<file path="config.mk">
export PLATFORM = sky130hd
export DESIGN_NAME = sensor_reply_line_parser_top
export DESIGN_NICKNAME = d
export VERILOG_FILES = /design/src/hw/rtl/srlp_pkg.sv /design/src/hw/rtl/srlp_front.sv /design/src/hw/rtl/srlp_queue.sv /design/src/hw/rtl/srlp_back.sv /design/src/hw/rtl/sensor_reply_line_parser_top.sv
export SDC_FILE = /design/constraint.sdc
export NUM_CORES = 1
export LEC_CHECK = 0
export ABC_AREA = 1
export BUFFER_PORTS_ARGS = -buffer_cell sky130_fd_sc_hd__buf_2
export CORE_MARGIN = 2
export CORE_UTILIZATION = 44
export CTS_BUF_LIST = sky130_fd_sc_hd__clkbuf_2
export DETAILED_ROUTE_END_ITERATION = 6
export GPL_ROUTABILITY_DRIVEN = 0
export PLACE_DENSITY = 0.67
export SETUP_SLACK_MARGIN = 0.2
export SYNTH_ARGS = -nofsm -noshare
export SYNTH_HDL_FRONTEND = slang
export SYNTH_SLANG_ARGS = --single-unit
</file>
<file path="constraint.sdc">
create_clock -name aclk -period 19.65 [get_ports aclk]
set_input_delay 0.9825 -clock aclk [delete_from_list [all_inputs] [get_ports aclk]]
set_output_delay 0.9825 -clock aclk [all_outputs]
set_load 0.03 [all_outputs]
</file>
<file path="src/hw/rtl/srlp_pkg.sv">
package srlp_pkg;

    localparam logic [7:0]  NEWLINE_BYTE    = 8'h0A;
    localparam logic [7:0]  DIGIT_ZERO      = 8'h30;
    localparam logic [7:0]  DIGIT_NINE      = 8'h39;
    localparam logic [4:0]  COL_MAX         = 5'd31;
    localparam logic [4:0]  MIN_LINE_COLS   = 5'd24;
    localparam logic [4:0]  RH_COL_FIRST    = 5'd3;
    localparam logic [4:0]  RH_COL_LAST     = 5'd7;
    localparam logic [4:0]  TEMP_COL_FIRST  = 5'd11;
    localparam logic [4:0]  TEMP_COL_LAST   = 5'd15;
    localparam logic [4:0]  CO2_COL_FIRST   = 5'd19;
    localparam logic [4:0]  CO2_COL_LAST    = 5'd23;

    localparam int          ACC_W           = 17;
    localparam int          PROD_W          = 34;
    localparam int          RECIP_SHIFT     = 20;
    localparam logic signed [ACC_W:0] TEMP_OFFSET = 18'sd1000;
    // ceil(2^20 / 10), exact for dividends below 2^18
    localparam logic [ACC_W-1:0] RECIP10    = 17'd104858;

    typedef enum logic [1:0] {
        OP_RH,
        OP_TEMP,
        OP_CO2,
        OP_EOL
    } op_t;

    typedef struct packed {
        op_t        op;
        logic [3:0] digit;
        logic       err;
    } cmd_t;

endpackage

</file>
<file path="src/hw/rtl/srlp_front.sv">
module srlp_front (
    input  logic            aclk,
    input  logic            aresetn,
    input  logic            s_valid,
    output logic            s_ready,
    input  logic [7:0]      s_rx_byte,
    output logic            push,
    output srlp_pkg::cmd_t  push_cmd,
    input  logic            q_ready
);
    import srlp_pkg::*;

    logic [4:0] col_reg, col_next;
    logic       bad_reg, bad_next;
    logic       accept;
    logic       is_digit;
    logic       in_rh, in_temp, in_co2;

    assign s_ready = q_ready;
    assign accept  = s_valid && q_ready;

    always_comb begin
        is_digit = (s_rx_byte >= DIGIT_ZERO) && (s_rx_byte <= DIGIT_NINE);
        in_rh    = (col_reg >= RH_COL_FIRST) && (col_reg <= RH_COL_LAST);
        in_temp  = (col_reg >= TEMP_COL_FIRST) && (col_reg <= TEMP_COL_LAST);
        in_co2   = (col_reg >= CO2_COL_FIRST) && (col_reg <= CO2_COL_LAST);

        push           = 1'b0;
        push_cmd.op    = OP_EOL;
        push_cmd.digit = 4'(s_rx_byte - DIGIT_ZERO);
        push_cmd.err   = (col_reg < MIN_LINE_COLS) || bad_reg;
        col_next       = col_reg;
        bad_next       = bad_reg;

        if (accept) begin
            if (s_rx_byte == NEWLINE_BYTE) begin
                push     = 1'b1;
                col_next = '0;
                bad_next = 1'b0;
            end else begin
                if (in_rh || in_temp || in_co2) begin
                    if (!is_digit) begin
                        bad_next = 1'b1;
                    end else begin
                        push = 1'b1;
                        priority if (in_rh) begin
                            push_cmd.op = OP_RH;
                        end else if (in_temp) begin
                            push_cmd.op = OP_TEMP;
                        end else begin
                            push_cmd.op = OP_CO2;
                        end
                    end
                end
                if (col_reg < COL_MAX) begin
                    col_next = col_reg + 5'd1;
                end
            end
        end
    end

    always_ff @(posedge aclk) begin
        if (!aresetn) begin
            col_reg <= '0;
            bad_reg <= 1'b0;
        end else begin
            col_reg <= col_next;
            bad_reg <= bad_next;
        end
    end

endmodule

</file>
<file path="src/hw/rtl/srlp_queue.sv">
module srlp_queue #(
    parameter int DEPTH = 4
) (
    input  logic            aclk,
    input  logic            aresetn,
    input  logic            push,
    input  srlp_pkg::cmd_t  push_cmd,
    output logic            push_ready,
    input  logic            pop,
    output srlp_pkg::cmd_t  pop_cmd,
    output logic            pop_valid
);
    import srlp_pkg::*;

    localparam int PTR_W = $clog2(DEPTH);
    localparam int CNT_W = $clog2(DEPTH + 1);

    cmd_t             entry_reg [DEPTH];
    logic [PTR_W-1:0] wr_ptr_reg, wr_ptr_next;
    logic [PTR_W-1:0] rd_ptr_reg, rd_ptr_next;
    logic [CNT_W-1:0] count_reg, count_next;
    logic             do_push, do_pop;

    assign push_ready = (count_reg != CNT_W'(DEPTH));
    assign pop_valid  = (count_reg != '0);
    assign pop_cmd    = entry_reg[rd_ptr_reg];
    assign do_push    = push && push_ready;
    assign do_pop     = pop && pop_valid;

    always_comb begin
        wr_ptr_next = wr_ptr_reg;
        rd_ptr_next = rd_ptr_reg;
        count_next  = count_reg;
        if (do_push) begin
            wr_ptr_next = (wr_ptr_reg == PTR_W'(DEPTH - 1)) ? '0 : wr_ptr_reg + 1'b1;
        end
        if (do_pop) begin
            rd_ptr_next = (rd_ptr_reg == PTR_W'(DEPTH - 1)) ? '0 : rd_ptr_reg + 1'b1;
        end
        if (do_push && !do_pop) begin
            count_next = count_reg + 1'b1;
        end else if (do_pop && !do_push) begin
            count_next = count_reg - 1'b1;
        end
    end

    always_ff @(posedge aclk) begin
        if (do_push) begin
            entry_reg[wr_ptr_reg] <= push_cmd;
        end
    end

    always_ff @(posedge aclk) begin
        if (!aresetn) begin
            wr_ptr_reg <= '0;
            rd_ptr_reg <= '0;
            count_reg  <= '0;
        end else begin
            wr_ptr_reg <= wr_ptr_next;
            rd_ptr_reg <= rd_ptr_next;
            count_reg  <= count_next;
        end
    end

endmodule

</file>
<file path="src/hw/rtl/srlp_back.sv">
module srlp_back (
    input  logic                aclk,
    input  logic                aresetn,
    input  logic                q_valid,
    input  srlp_pkg::cmd_t      q_cmd,
    output logic                q_pop,
    output logic                m_valid,
    input  logic                m_ready,
    output logic [16:0]         m_co2_ppm,
    output logic signed [14:0]  m_temp_value,
    output logic [13:0]         m_rh_value,
    output logic                m_format_error
);
    import srlp_pkg::*;

    logic [ACC_W-1:0]  rh_acc_reg, rh_acc_next;
    logic [ACC_W-1:0]  temp_acc_reg, temp_acc_next;
    logic [ACC_W-1:0]  co2_acc_reg, co2_acc_next;

    // divide stage
    logic              mul_valid_reg, mul_valid_next;
    logic              mul_err_reg;
    logic              mul_neg_reg;
    logic [ACC_W-1:0]  mul_co2_reg;
    logic [PROD_W-1:0] mul_rh_prod_reg;
    logic [PROD_W-1:0] mul_temp_prod_reg;

    // output stage
    logic              out_valid_reg, out_valid_next;
    logic [16:0]       out_co2_reg;
    logic signed [14:0] out_temp_reg;
    logic [13:0]       out_rh_reg;
    logic              out_err_reg;

    logic              out_load, mul_load, eol_pop;
    logic signed [ACC_W:0] temp_diff;
    logic              temp_neg;
    logic [ACC_W-1:0]  temp_mag;
    logic [13:0]       rh_quot, temp_quot;
    logic [ACC_W-1:0]  digit_ext;

    assign out_load = !out_valid_reg || m_ready;
    assign mul_load = !mul_valid_reg || out_load;
    assign q_pop    = q_valid && mul_load;
    assign eol_pop  = q_pop && (q_cmd.op == OP_EOL);

    assign digit_ext = ACC_W'(q_cmd.digit);

    always_comb begin
        rh_acc_next   = rh_acc_reg;
        temp_acc_next = temp_acc_reg;
        co2_acc_next  = co2_acc_reg;
        if (q_pop) begin
            unique case (q_cmd.op)
                OP_RH: begin
                    rh_acc_next = {rh_acc_reg[ACC_W-4:0], 3'b000}
                                + {rh_acc_reg[ACC_W-2:0], 1'b0} + digit_ext;
                end
                OP_TEMP: begin
                    temp_acc_next = {temp_acc_reg[ACC_W-4:0], 3'b000}
                                  + {temp_acc_reg[ACC_W-2:0], 1'b0} + digit_ext;
                end
                OP_CO2: begin
                    co2_acc_next = {co2_acc_reg[ACC_W-4:0], 3'b000}
                                 + {co2_acc_reg[ACC_W-2:0], 1'b0} + digit_ext;
                end
                OP_EOL: begin
                    rh_acc_next   = '0;
                    temp_acc_next = '0;
                    co2_acc_next  = '0;
                end
                default: begin
                    rh_acc_next = rh_acc_reg;
                end
            endcase
        end
    end

    // temperature is offset first, then divided by magnitude to truncate toward zero
    always_comb begin
        temp_diff = $signed({1'b0, temp_acc_reg}) - TEMP_OFFSET;
        temp_neg  = temp_diff[ACC_W];
        temp_mag  = temp_neg ? ACC_W'(-temp_diff) : temp_diff[ACC_W-1:0];
    end

    always_comb begin
        mul_valid_next = mul_valid_reg;
        if (mul_load) begin
            mul_valid_next = eol_pop;
        end
        out_valid_next = out_valid_reg;
        if (out_load) begin
            out_valid_next = mul_valid_reg;
        end
    end

    assign rh_quot   = mul_rh_prod_reg[RECIP_SHIFT +: 14];
    assign temp_quot = mul_temp_prod_reg[RECIP_SHIFT +: 14];

    always_ff @(posedge aclk) begin
        if (!aresetn) begin
            rh_acc_reg    <= '0;
            temp_acc_reg  <= '0;
            co2_acc_reg   <= '0;
            mul_valid_reg <= 1'b0;
            out_valid_reg <= 1'b0;
        end else begin
            rh_acc_reg    <= rh_acc_next;
            temp_acc_reg  <= temp_acc_next;
            co2_acc_reg   <= co2_acc_next;
            mul_valid_reg <= mul_valid_next;
            out_valid_reg <= out_valid_next;
        end
    end

    always_ff @(posedge aclk) begin
        if (eol_pop) begin
            mul_err_reg       <= q_cmd.err;
            mul_neg_reg       <= temp_neg;
            mul_co2_reg       <= co2_acc_reg;
            mul_rh_prod_reg   <= PROD_W'(rh_acc_reg) * PROD_W'(RECIP10);
            mul_temp_prod_reg <= PROD_W'(temp_mag) * PROD_W'(RECIP10);
        end
        if (out_load && mul_valid_reg) begin
            out_err_reg <= mul_err_reg;
            if (mul_err_reg) begin
                out_co2_reg  <= '0;
                out_temp_reg <= '0;
                out_rh_reg   <= '0;
            end else begin
                out_co2_reg  <= mul_co2_reg;
                out_rh_reg   <= rh_quot;
                out_temp_reg <= mul_neg_reg ? -$signed({1'b0, temp_quot})
                                            : $signed({1'b0, temp_quot});
            end
        end
    end

    assign m_valid        = out_valid_reg;
    assign m_co2_ppm      = out_co2_reg;
    assign m_temp_value   = out_temp_reg;
    assign m_rh_value     = out_rh_reg;
    assign m_format_error = out_err_reg;

endmodule

</file>
<file path="src/hw/rtl/sensor_reply_line_parser_top.sv">
// sensor reply line parser
// input channel: one ascii byte of the sensor reply per request on s_rx_byte,
// s_valid / s_ready handshake. digits at columns 3-7, 11-15 and 19-23 feed
// the humidity, temperature and co2 accumulators; a newline closes the line.
// result channel: one request per newline on m_co2_ppm, m_temp_value
// ((raw - 1000) / 10, toward zero), m_rh_value (raw / 10) and m_format_error
// (short line or non-digit in a digit column; values then read zero).
// throughput: one byte per cycle while the queue has room. the front end
// tracks the column and pushes digit and end-of-line commands into a
// QUEUE_DEPTH entry queue; the back end pops one command per cycle while its
// multiply stage can load, accumulating digits, and runs an end-of-line
// through a reciprocal multiply stage and the output register. a newline's
// command passes the queue, that stage and the output register to m_valid.
// a stalled receiver holds the output register; the back end keeps popping
// until its two stages fill, then the queue fills and s_ready drops.
// reset (aresetn low, synchronous) empties the queue and both stages and
// clears column count, error flag and accumulators.
module sensor_reply_line_parser_top #(
    parameter int QUEUE_DEPTH = 4
) (
    input  logic                aclk,
    input  logic                aresetn,
    input  logic                s_valid,
    output logic                s_ready,
    input  logic [7:0]          s_rx_byte,
    output logic                m_valid,
    input  logic                m_ready,
    output logic [16:0]         m_co2_ppm,
    output logic signed [14:0]  m_temp_value,
    output logic [13:0]         m_rh_value,
    output logic                m_format_error
);
    import srlp_pkg::*;

    logic push, q_ready, q_valid, q_pop;
    cmd_t push_cmd, q_cmd;

    srlp_front u_front (
        .aclk     (aclk),
        .aresetn  (aresetn),
        .s_valid  (s_valid),
        .s_ready  (s_ready),
        .s_rx_byte(s_rx_byte),
        .push     (push),
        .push_cmd (push_cmd),
        .q_ready  (q_ready)
    );

    srlp_queue #(
        .DEPTH(QUEUE_DEPTH)
    ) u_queue (
        .aclk      (aclk),
        .aresetn   (aresetn),
        .push      (push),
        .push_cmd  (push_cmd),
        .push_ready(q_ready),
        .pop       (q_pop),
        .pop_cmd   (q_cmd),
        .pop_valid (q_valid)
    );

    srlp_back u_back (
        .aclk          (aclk),
        .aresetn       (aresetn),
        .q_valid       (q_valid),
        .q_cmd         (q_cmd),
        .q_pop         (q_pop),
        .m_valid       (m_valid),
        .m_ready       (m_ready),
        .m_co2_ppm     (m_co2_ppm),
        .m_temp_value  (m_temp_value),
        .m_rh_value    (m_rh_value),
        .m_format_error(m_format_error)
    );

endmodule

</file>
==> results of run 1 <==
-- layout make-up --
cell class / instances / area, µm²
Fill cell: 4403 / 24500
Antenna cell: 2 / 5.00
Clock buffer: 17 / 85.1
Timing Repair Buffer: 65 / 338
Inverter: 536 / 2010
Sequential cell: 190 / 5020
Tap cell: 607 / 759
Clock inverter: 15 / 163
Multi-Input combinational cell: 1652 / 13600
-- routing by layer --
metal  wire [µm]  track usage [%]  up-vias
li1            -                -     7913
met1       21300             25.6     7637
met2       23000             34.2      396
met3        2180             3.00       81
met4        1540             6.93        0
met5           0                0        -
-- logic make-up (layout without fill, tap and decap cells) --
kind of cell               after synthesis  in the layout  synth area share [%]
AOI/OAI and AO/OA                      368            368                  9.85
xor gates and xnor gates                65             65                  2.88
adders and majority gates              540            540                  39.1
buffers and inverters                  556            633                  10.1
DFF                                    190            190                  24.3
other                                    0              2                     0
and+or+nand+nor                        679            679                  13.8
-- stage by stage --
step | hold WS, ns | area (µm²) | util, %
2_1_floorplan | 0.409 | 20700 | -
3_5_place_dp | 0.438 | 21700 | 46.8
4_1_cts | 0.217 | 22000 | 47.3
3_3_place_gp | 0.420 | 21700 | 46.8
6_report | 0.355 | 22000 | 47.3
5_1_grt | 0.230 | 22000 | 47.3
-- layout by cell type, fill, tap and decap left out, types with 4 or more instances in the layout --
cell type,n
a211oi_1,6
a21o_1,17
a21oi_1,191
a31oi_1,11
and3_1,5
buf_2,60
buf_4,5
clkbuf_2,17
dfxtp_1,68
edfxtp_1,122
fa_1,177
ha_1,363
inv_1,517
inv_2,17
inv_6,6
nand2_1,331
nand3_1,76
nand4_1,17
nor2_1,173
nor2_2,6
nor3_1,41
nor4_1,4
o21a_1,6
o21ai_0,95
o21bai_1,8
o22ai_1,6
o31ai_1,7
or2_2,15
xnor2_1,17
xor2_1,46
-- worst register-to-register path, delay by kind of cell, from the launching register on --
| family | cells | cell delay [ns] |
|---|---|---|
| adder cells (fa/ha/maj) | 8 | 3.45 |
| AO/OA/AOI/OAI | 6 | 1.30 |
| flip-flops | 1 | 0.59 |
| buffers and inverters | 7 | 0.53 |
| XOR/XNOR | 2 | 0.46 |
| AND/OR/NAND/NOR | 4 | 0.44 |
-- how the worst max path moves through the flow --
stage / startpoint / cells after the start / endpoint
2_1_floorplan: u_back.temp_acc_reg[3] / 28 / u_back.mul_temp_prod_reg[32]
3_3_place_gp: u_back.temp_acc_reg[3] / 28 / u_back.mul_temp_prod_reg[32]
3_5_place_dp: u_back.temp_acc_reg[3] / 28 / u_back.mul_temp_prod_reg[33]
4_1_cts: u_back.temp_acc_reg[3] / 28 / u_back.mul_temp_prod_reg[33]
5_1_grt: u_back.temp_acc_reg[3] / 28 / u_back.mul_temp_prod_reg[33]
6_report: u_back.temp_acc_reg[3] / 27 / u_back.mul_temp_prod_reg[29]
==> impl_metrics.py, run 1 <==
metrics = {
    "placement": {
        "place_inst": 3050,
        "dp_hpwl_um": 40200,
        "dp_slack_ns": 12.77,
        "port_buffers": 60,
    },
    "detailed_routing": {
        "drtAntennaViolNets": 0,
        "drc": 0,
        "via_count": 16000,
        "first_iter_violations": 1186,
        "post_drt_via_cell_ratio": 5.20,
        "drtPass1Iterations": 6,
        "drt_wl_total_um": 48100,
        "wl_per_cell_um": 15.6,
    },
    "clock_tree": {
        "ctsHoldBuffers": 0,
        "cts.sink_count": 190,
        "numCtsBuffers": 17,
        "cts.reportedPaths.clkPinSlew_ns": 0.34,
        "clock-root-buffer": "clkbuf_2",
        "post_cts_resized": 0,
        "htree_levels": 4,
        "clock_path_buffers": 2,
        "cts_setup_buffers": 0,
        "cts_tree": "done",
        "clk_latency_ns": 0.89,
    },
    "yosys": {
        "synth-warning-count": 0,
        "synthFlopType": "edfxtp_1",
        "synth_area_leaders": "ha_1 22%, edfxtp_1 18%, fa_1 17%",
        "netlist_area_mm2": 0.0207,
        "syn_inst": 2398,
        "syn_nets": 2950,
        "yosysTopAreaCellShare_pct": 21.9,
        "ys_seq_area_share_pct": 24.3,
        "yosysMostFrequentCell": "inv_1",
        "syn_avg_cell_area_um2": 8.63,
        "synthArstFlopShare_pct": 0,
        "synth_edf_count": 122,
        "synth_area_leader_cell": "ha_1",
        "ys_seq_elements": 190,
        "ys_types": 51,
        "synthTopCellsByCount": "517 x inv_1, 363 x ha_1, 331 x nand2_1, 192 x a21oi_1, 177 x fa_1",
    },
    "sta": {
        "period_share_pct": 35.1,
        "finalSetupViolations": 0,
        "timing.fmax_mhz": 145,
        "post-route-min-period_ns": 6.89,
        "rsz0062_at_grt": "no",
        "hold_viol": 0,
        "relSlewSlack_pct": 30.7,
        "skew_ns": 0.0471,
        "setup_slack_ns": 12.76,
        "worst_slew_pin_slew_ns": 1.04,
        "slew_violations": 0,
        "tns_ns": 0,
    },
    "global_route": {
        "antenna_found_initial": 1,
        "grt_pass1_vias": 16100,
        "grt_usage_pct": 19.9,
        "grt_pass1_wl_um": 79200,
        "grt-ovfl-total": 0,
        "grt_max_degree": 56,
    },
    "worst_setup_path": {
        "path_buf_inv": 7,
        "path_common_cell": "inv_1",
        "end_kind": "flip-flop",
        "crit_family": "adder cells",
        "timing.rr.end": "u_back.mul_temp_prod_reg[29]",
        "path_class": "reg -> reg",
        "rr_startpoint": "u_back.temp_acc_reg[3]",
        "worst_setup_path_start_kind": "flip-flop",
        "cp_max_fo": 8,
        "rr_worst_depth": 27,
        "cpPeakStageDelay_ns": 0.59,
        "slowest_stage": "dfxtp_1",
        "rrSetupSlack_ns": 12.76,
        "arrival_ns": 7.61,
        "crit_required_ns": 20.37,
    },
    "floorplanning": {
        "core_mm2": 0.0465,
        "fp.dieH_um": 221,
        "io_pins": 61,
        "die_area_mm2": 0.0488,
        "placementRows": 79,
        "start_util_pct": 44.6,
        "die_w_um": 221,
    },
    "hold_path": {
        "whs_endpoint": "u_queue.entry_reg[1][2]",
        "min_path_cells": 1,
        "hp-class": "in -> reg",
        "min_from": "s_rx_byte[1]",
    },
    "final_layout": {
        "finalNonFillerCells": 3084,
        "drive_gt1_share_pct": 6.02,
        "nets": 3014,
        "syn_to_final_growth_pct": 6.23,
        "largest_reg_flops": 28,
    },
    "flow_run": {
        "max_cap_viol_count": 0,
    },
    "status": {
        "status": "finished clean",
    },
}
Power of run 1 is left out: the tool's default activity adds up to more than one toggle a clock period on the data nets, which glitch-free logic cannot reach.
==> run 2, diff against run 1 <==
==> constraint.sdc (replaced) <==
create_clock -name aclk -period 7.17 [get_ports aclk]
set_input_delay 0.3585 -clock aclk [delete_from_list [all_inputs] [get_ports aclk]]
set_output_delay 0.3585 -clock aclk [all_outputs]
set_load 0.03 [all_outputs]
==> impl_metrics.py, run 2 (synthesis results as in run 1) <==
metrics = {
    "global_route": {
        "grt_pass1_wl_um": 78900,
        "grt_usage_pct": 19.9,
        "grt-ovfl-total": 0,
        "grt_max_degree": 56,
        "antenna_found_initial": 2,
        "grt_pass1_vias": 16000,
    },
    "sta": {
        "timing.fmax_mhz": 152,
        "tns_ns": 0,
        "rsz0062_at_grt": "no",
        "worst_slew_pin_slew_ns": 1.02,
        "skew_ns": 0.0561,
        "post-route-min-period_ns": 6.57,
        "hold_viol": 0,
        "finalSetupViolations": 0,
        "relSlewSlack_pct": 31.8,
        "slew_violations": 0,
        "period_share_pct": 91.7,
    },
    "worst_setup_path": {
        "end_kind": "flip-flop",
        "crit_required_ns": 7.88,
        "path_class": "reg -> reg",
        "arrival_ns": 7.28,
        "cp_max_fo": 9,
        "worst_setup_path_start_kind": "flip-flop",
    },
    "detailed_routing": {
        "drtAntennaViolNets": 0,
        "wl_per_cell_um": 15.4,
        "drc": 0,
        "drtPass1Iterations": 5,
        "post_drt_via_cell_ratio": 5.16,
        "via_count": 16000,
        "drt_wl_total_um": 47700,
        "first_iter_violations": 1078,
    },
    "placement": {
        "dp_hpwl_um": 39900,
        "port_buffers": 60,
        "place_inst": 3055,
    },
    "clock_tree": {
        "clk_latency_ns": 0.89,
        "cts.reportedPaths.clkPinSlew_ns": 0.32,
        "htree_levels": 4,
        "cts.sink_count": 190,
        "cts_tree": "done",
        "clock_path_buffers": 2,
        "clock-root-buffer": "clkbuf_2",
        "numCtsBuffers": 17,
    },
    "final_layout": {
        "syn_to_final_growth_pct": 7.31,
        "nets": 3032,
        "finalNonFillerCells": 3102,
        "fillCellCount": 4436,
        "drive_gt1_share_pct": 6.58,
        "mostFrequentLayoutCells": "517 x inv_1, 363 x ha_1, 331 x nand2_1",
        "final_common_cell": "inv_1",
        "largest_reg_flops": 28,
    },
    "floorplanning": {
        "core_mm2": 0.0465,
        "fp.dieH_um": 221,
        "die_area_mm2": 0.0488,
        "start_util_pct": 44.6,
        "io_pins": 61,
        "die_w_um": 221,
        "placementRows": 79,
    },
    "hold_path": {
        "hp-class": "in -> reg",
    },
    "flow_run": {
        "max_cap_viol_count": 0,
    },
    "status": {
        "status": "finished clean",
    },
}
run 2: cell count changes in the layout (fill, tap and decap cells not counted), sizes merged:
cell and change:
bufinv +1, dlygate4sd3 +12, buf +6, clkinvlp +1
inv -2
run 2: final timing paths:
path                                       end                    from  depth (start not counted)  slack (ns)
setup / recovery  u_back.mul_temp_prod_reg[29]  u_back.temp_acc_reg[4]                         25        0.60
hold / removal         u_queue.entry_reg[0][2]            s_rx_byte[1]                          2        0.23
setup reg to reg  u_back.mul_temp_prod_reg[29]  u_back.temp_acc_reg[4]                         25        0.60
hold reg to reg         u_back.mul_co2_reg[16]  u_back.co2_acc_reg[16]                          0        0.46
run 2: layout make-up:
type | count | area (µm²) | area share [%]
antenna | 2 | 5.00 | 0.0225
tap | 607 | 759 | 3.42
clock inverter | 15 | 169 | 0.760
multi-input combinational | 1652 | 13600 | 61.4
inverter | 536 | 2020 | 9.08
timing repair buffer | 83 | 503 | 2.26
clock buffer | 17 | 85.1 | 0.383
sequential | 190 | 5030 | 22.6
run 2: what timing repair did:
action / CTS / global route
hold buffers: 12 / 0
setup endpoints to repair: 0 / 11
endpoints found under the hold margin: 42 / 0
buffers inserted: 0 / 1
resized for setup: 0 / 14
run 2: stage by stage:
| step | hold slack [ns] | util (%) | area, µm² | setup slack (ns) |
|---|---|---|---|---|
| CTS | 0.110 | 47.7 | 22200 | 0.361 |
| global placement | 0.420 | 46.9 | 21800 | 0.570 |
| detailed placement | 0.417 | 46.9 | 21800 | 0.353 |
| floorplan | 0.409 | - | 20700 | 0.858 |
| finish | 0.226 | 47.8 | 22200 | 0.596 |
| global route | 0.143 | 47.8 | 22200 | 0.221 |
run 2: worst max-delay path, stage by stage, from the launching register on:
cell and delay, ns:
dfxtp_4 0.41, inv_1 0.07, ha_1 0.22, nor2_4 0.07, nand2_2 0.12, nand3_4 0.15, nor2_1 0.16, xor2_1 0.52
ha_1 0.41, ha_1 0.35, xor2_1 0.17, fa_1 0.52, fa_1 0.52, fa_1 0.55, inv_1 0.05, fa_1 0.53
inv_1 0.04, ha_1 0.36, a21oi_2 0.20, inv_1 0.07, a21oi_1 0.18, o21ai_0 0.15, a311oi_1 0.36, nand2_1 0.11
nand2_1 0.07, nand2_1 0.05
run 2: metal layers:
layer	routed length (µm)	track usage (%)	vias to the layer above	part of all wire [%]
met2	22700	33.8	368	48
met1	21500	25.7	7607	45
met5	0	0	-	0
met4	1330	6.49	0	2.8
li1	-	-	7954	-
met3	2120	3.40	74	4.4
Power of run 2 is left out for the same reason.
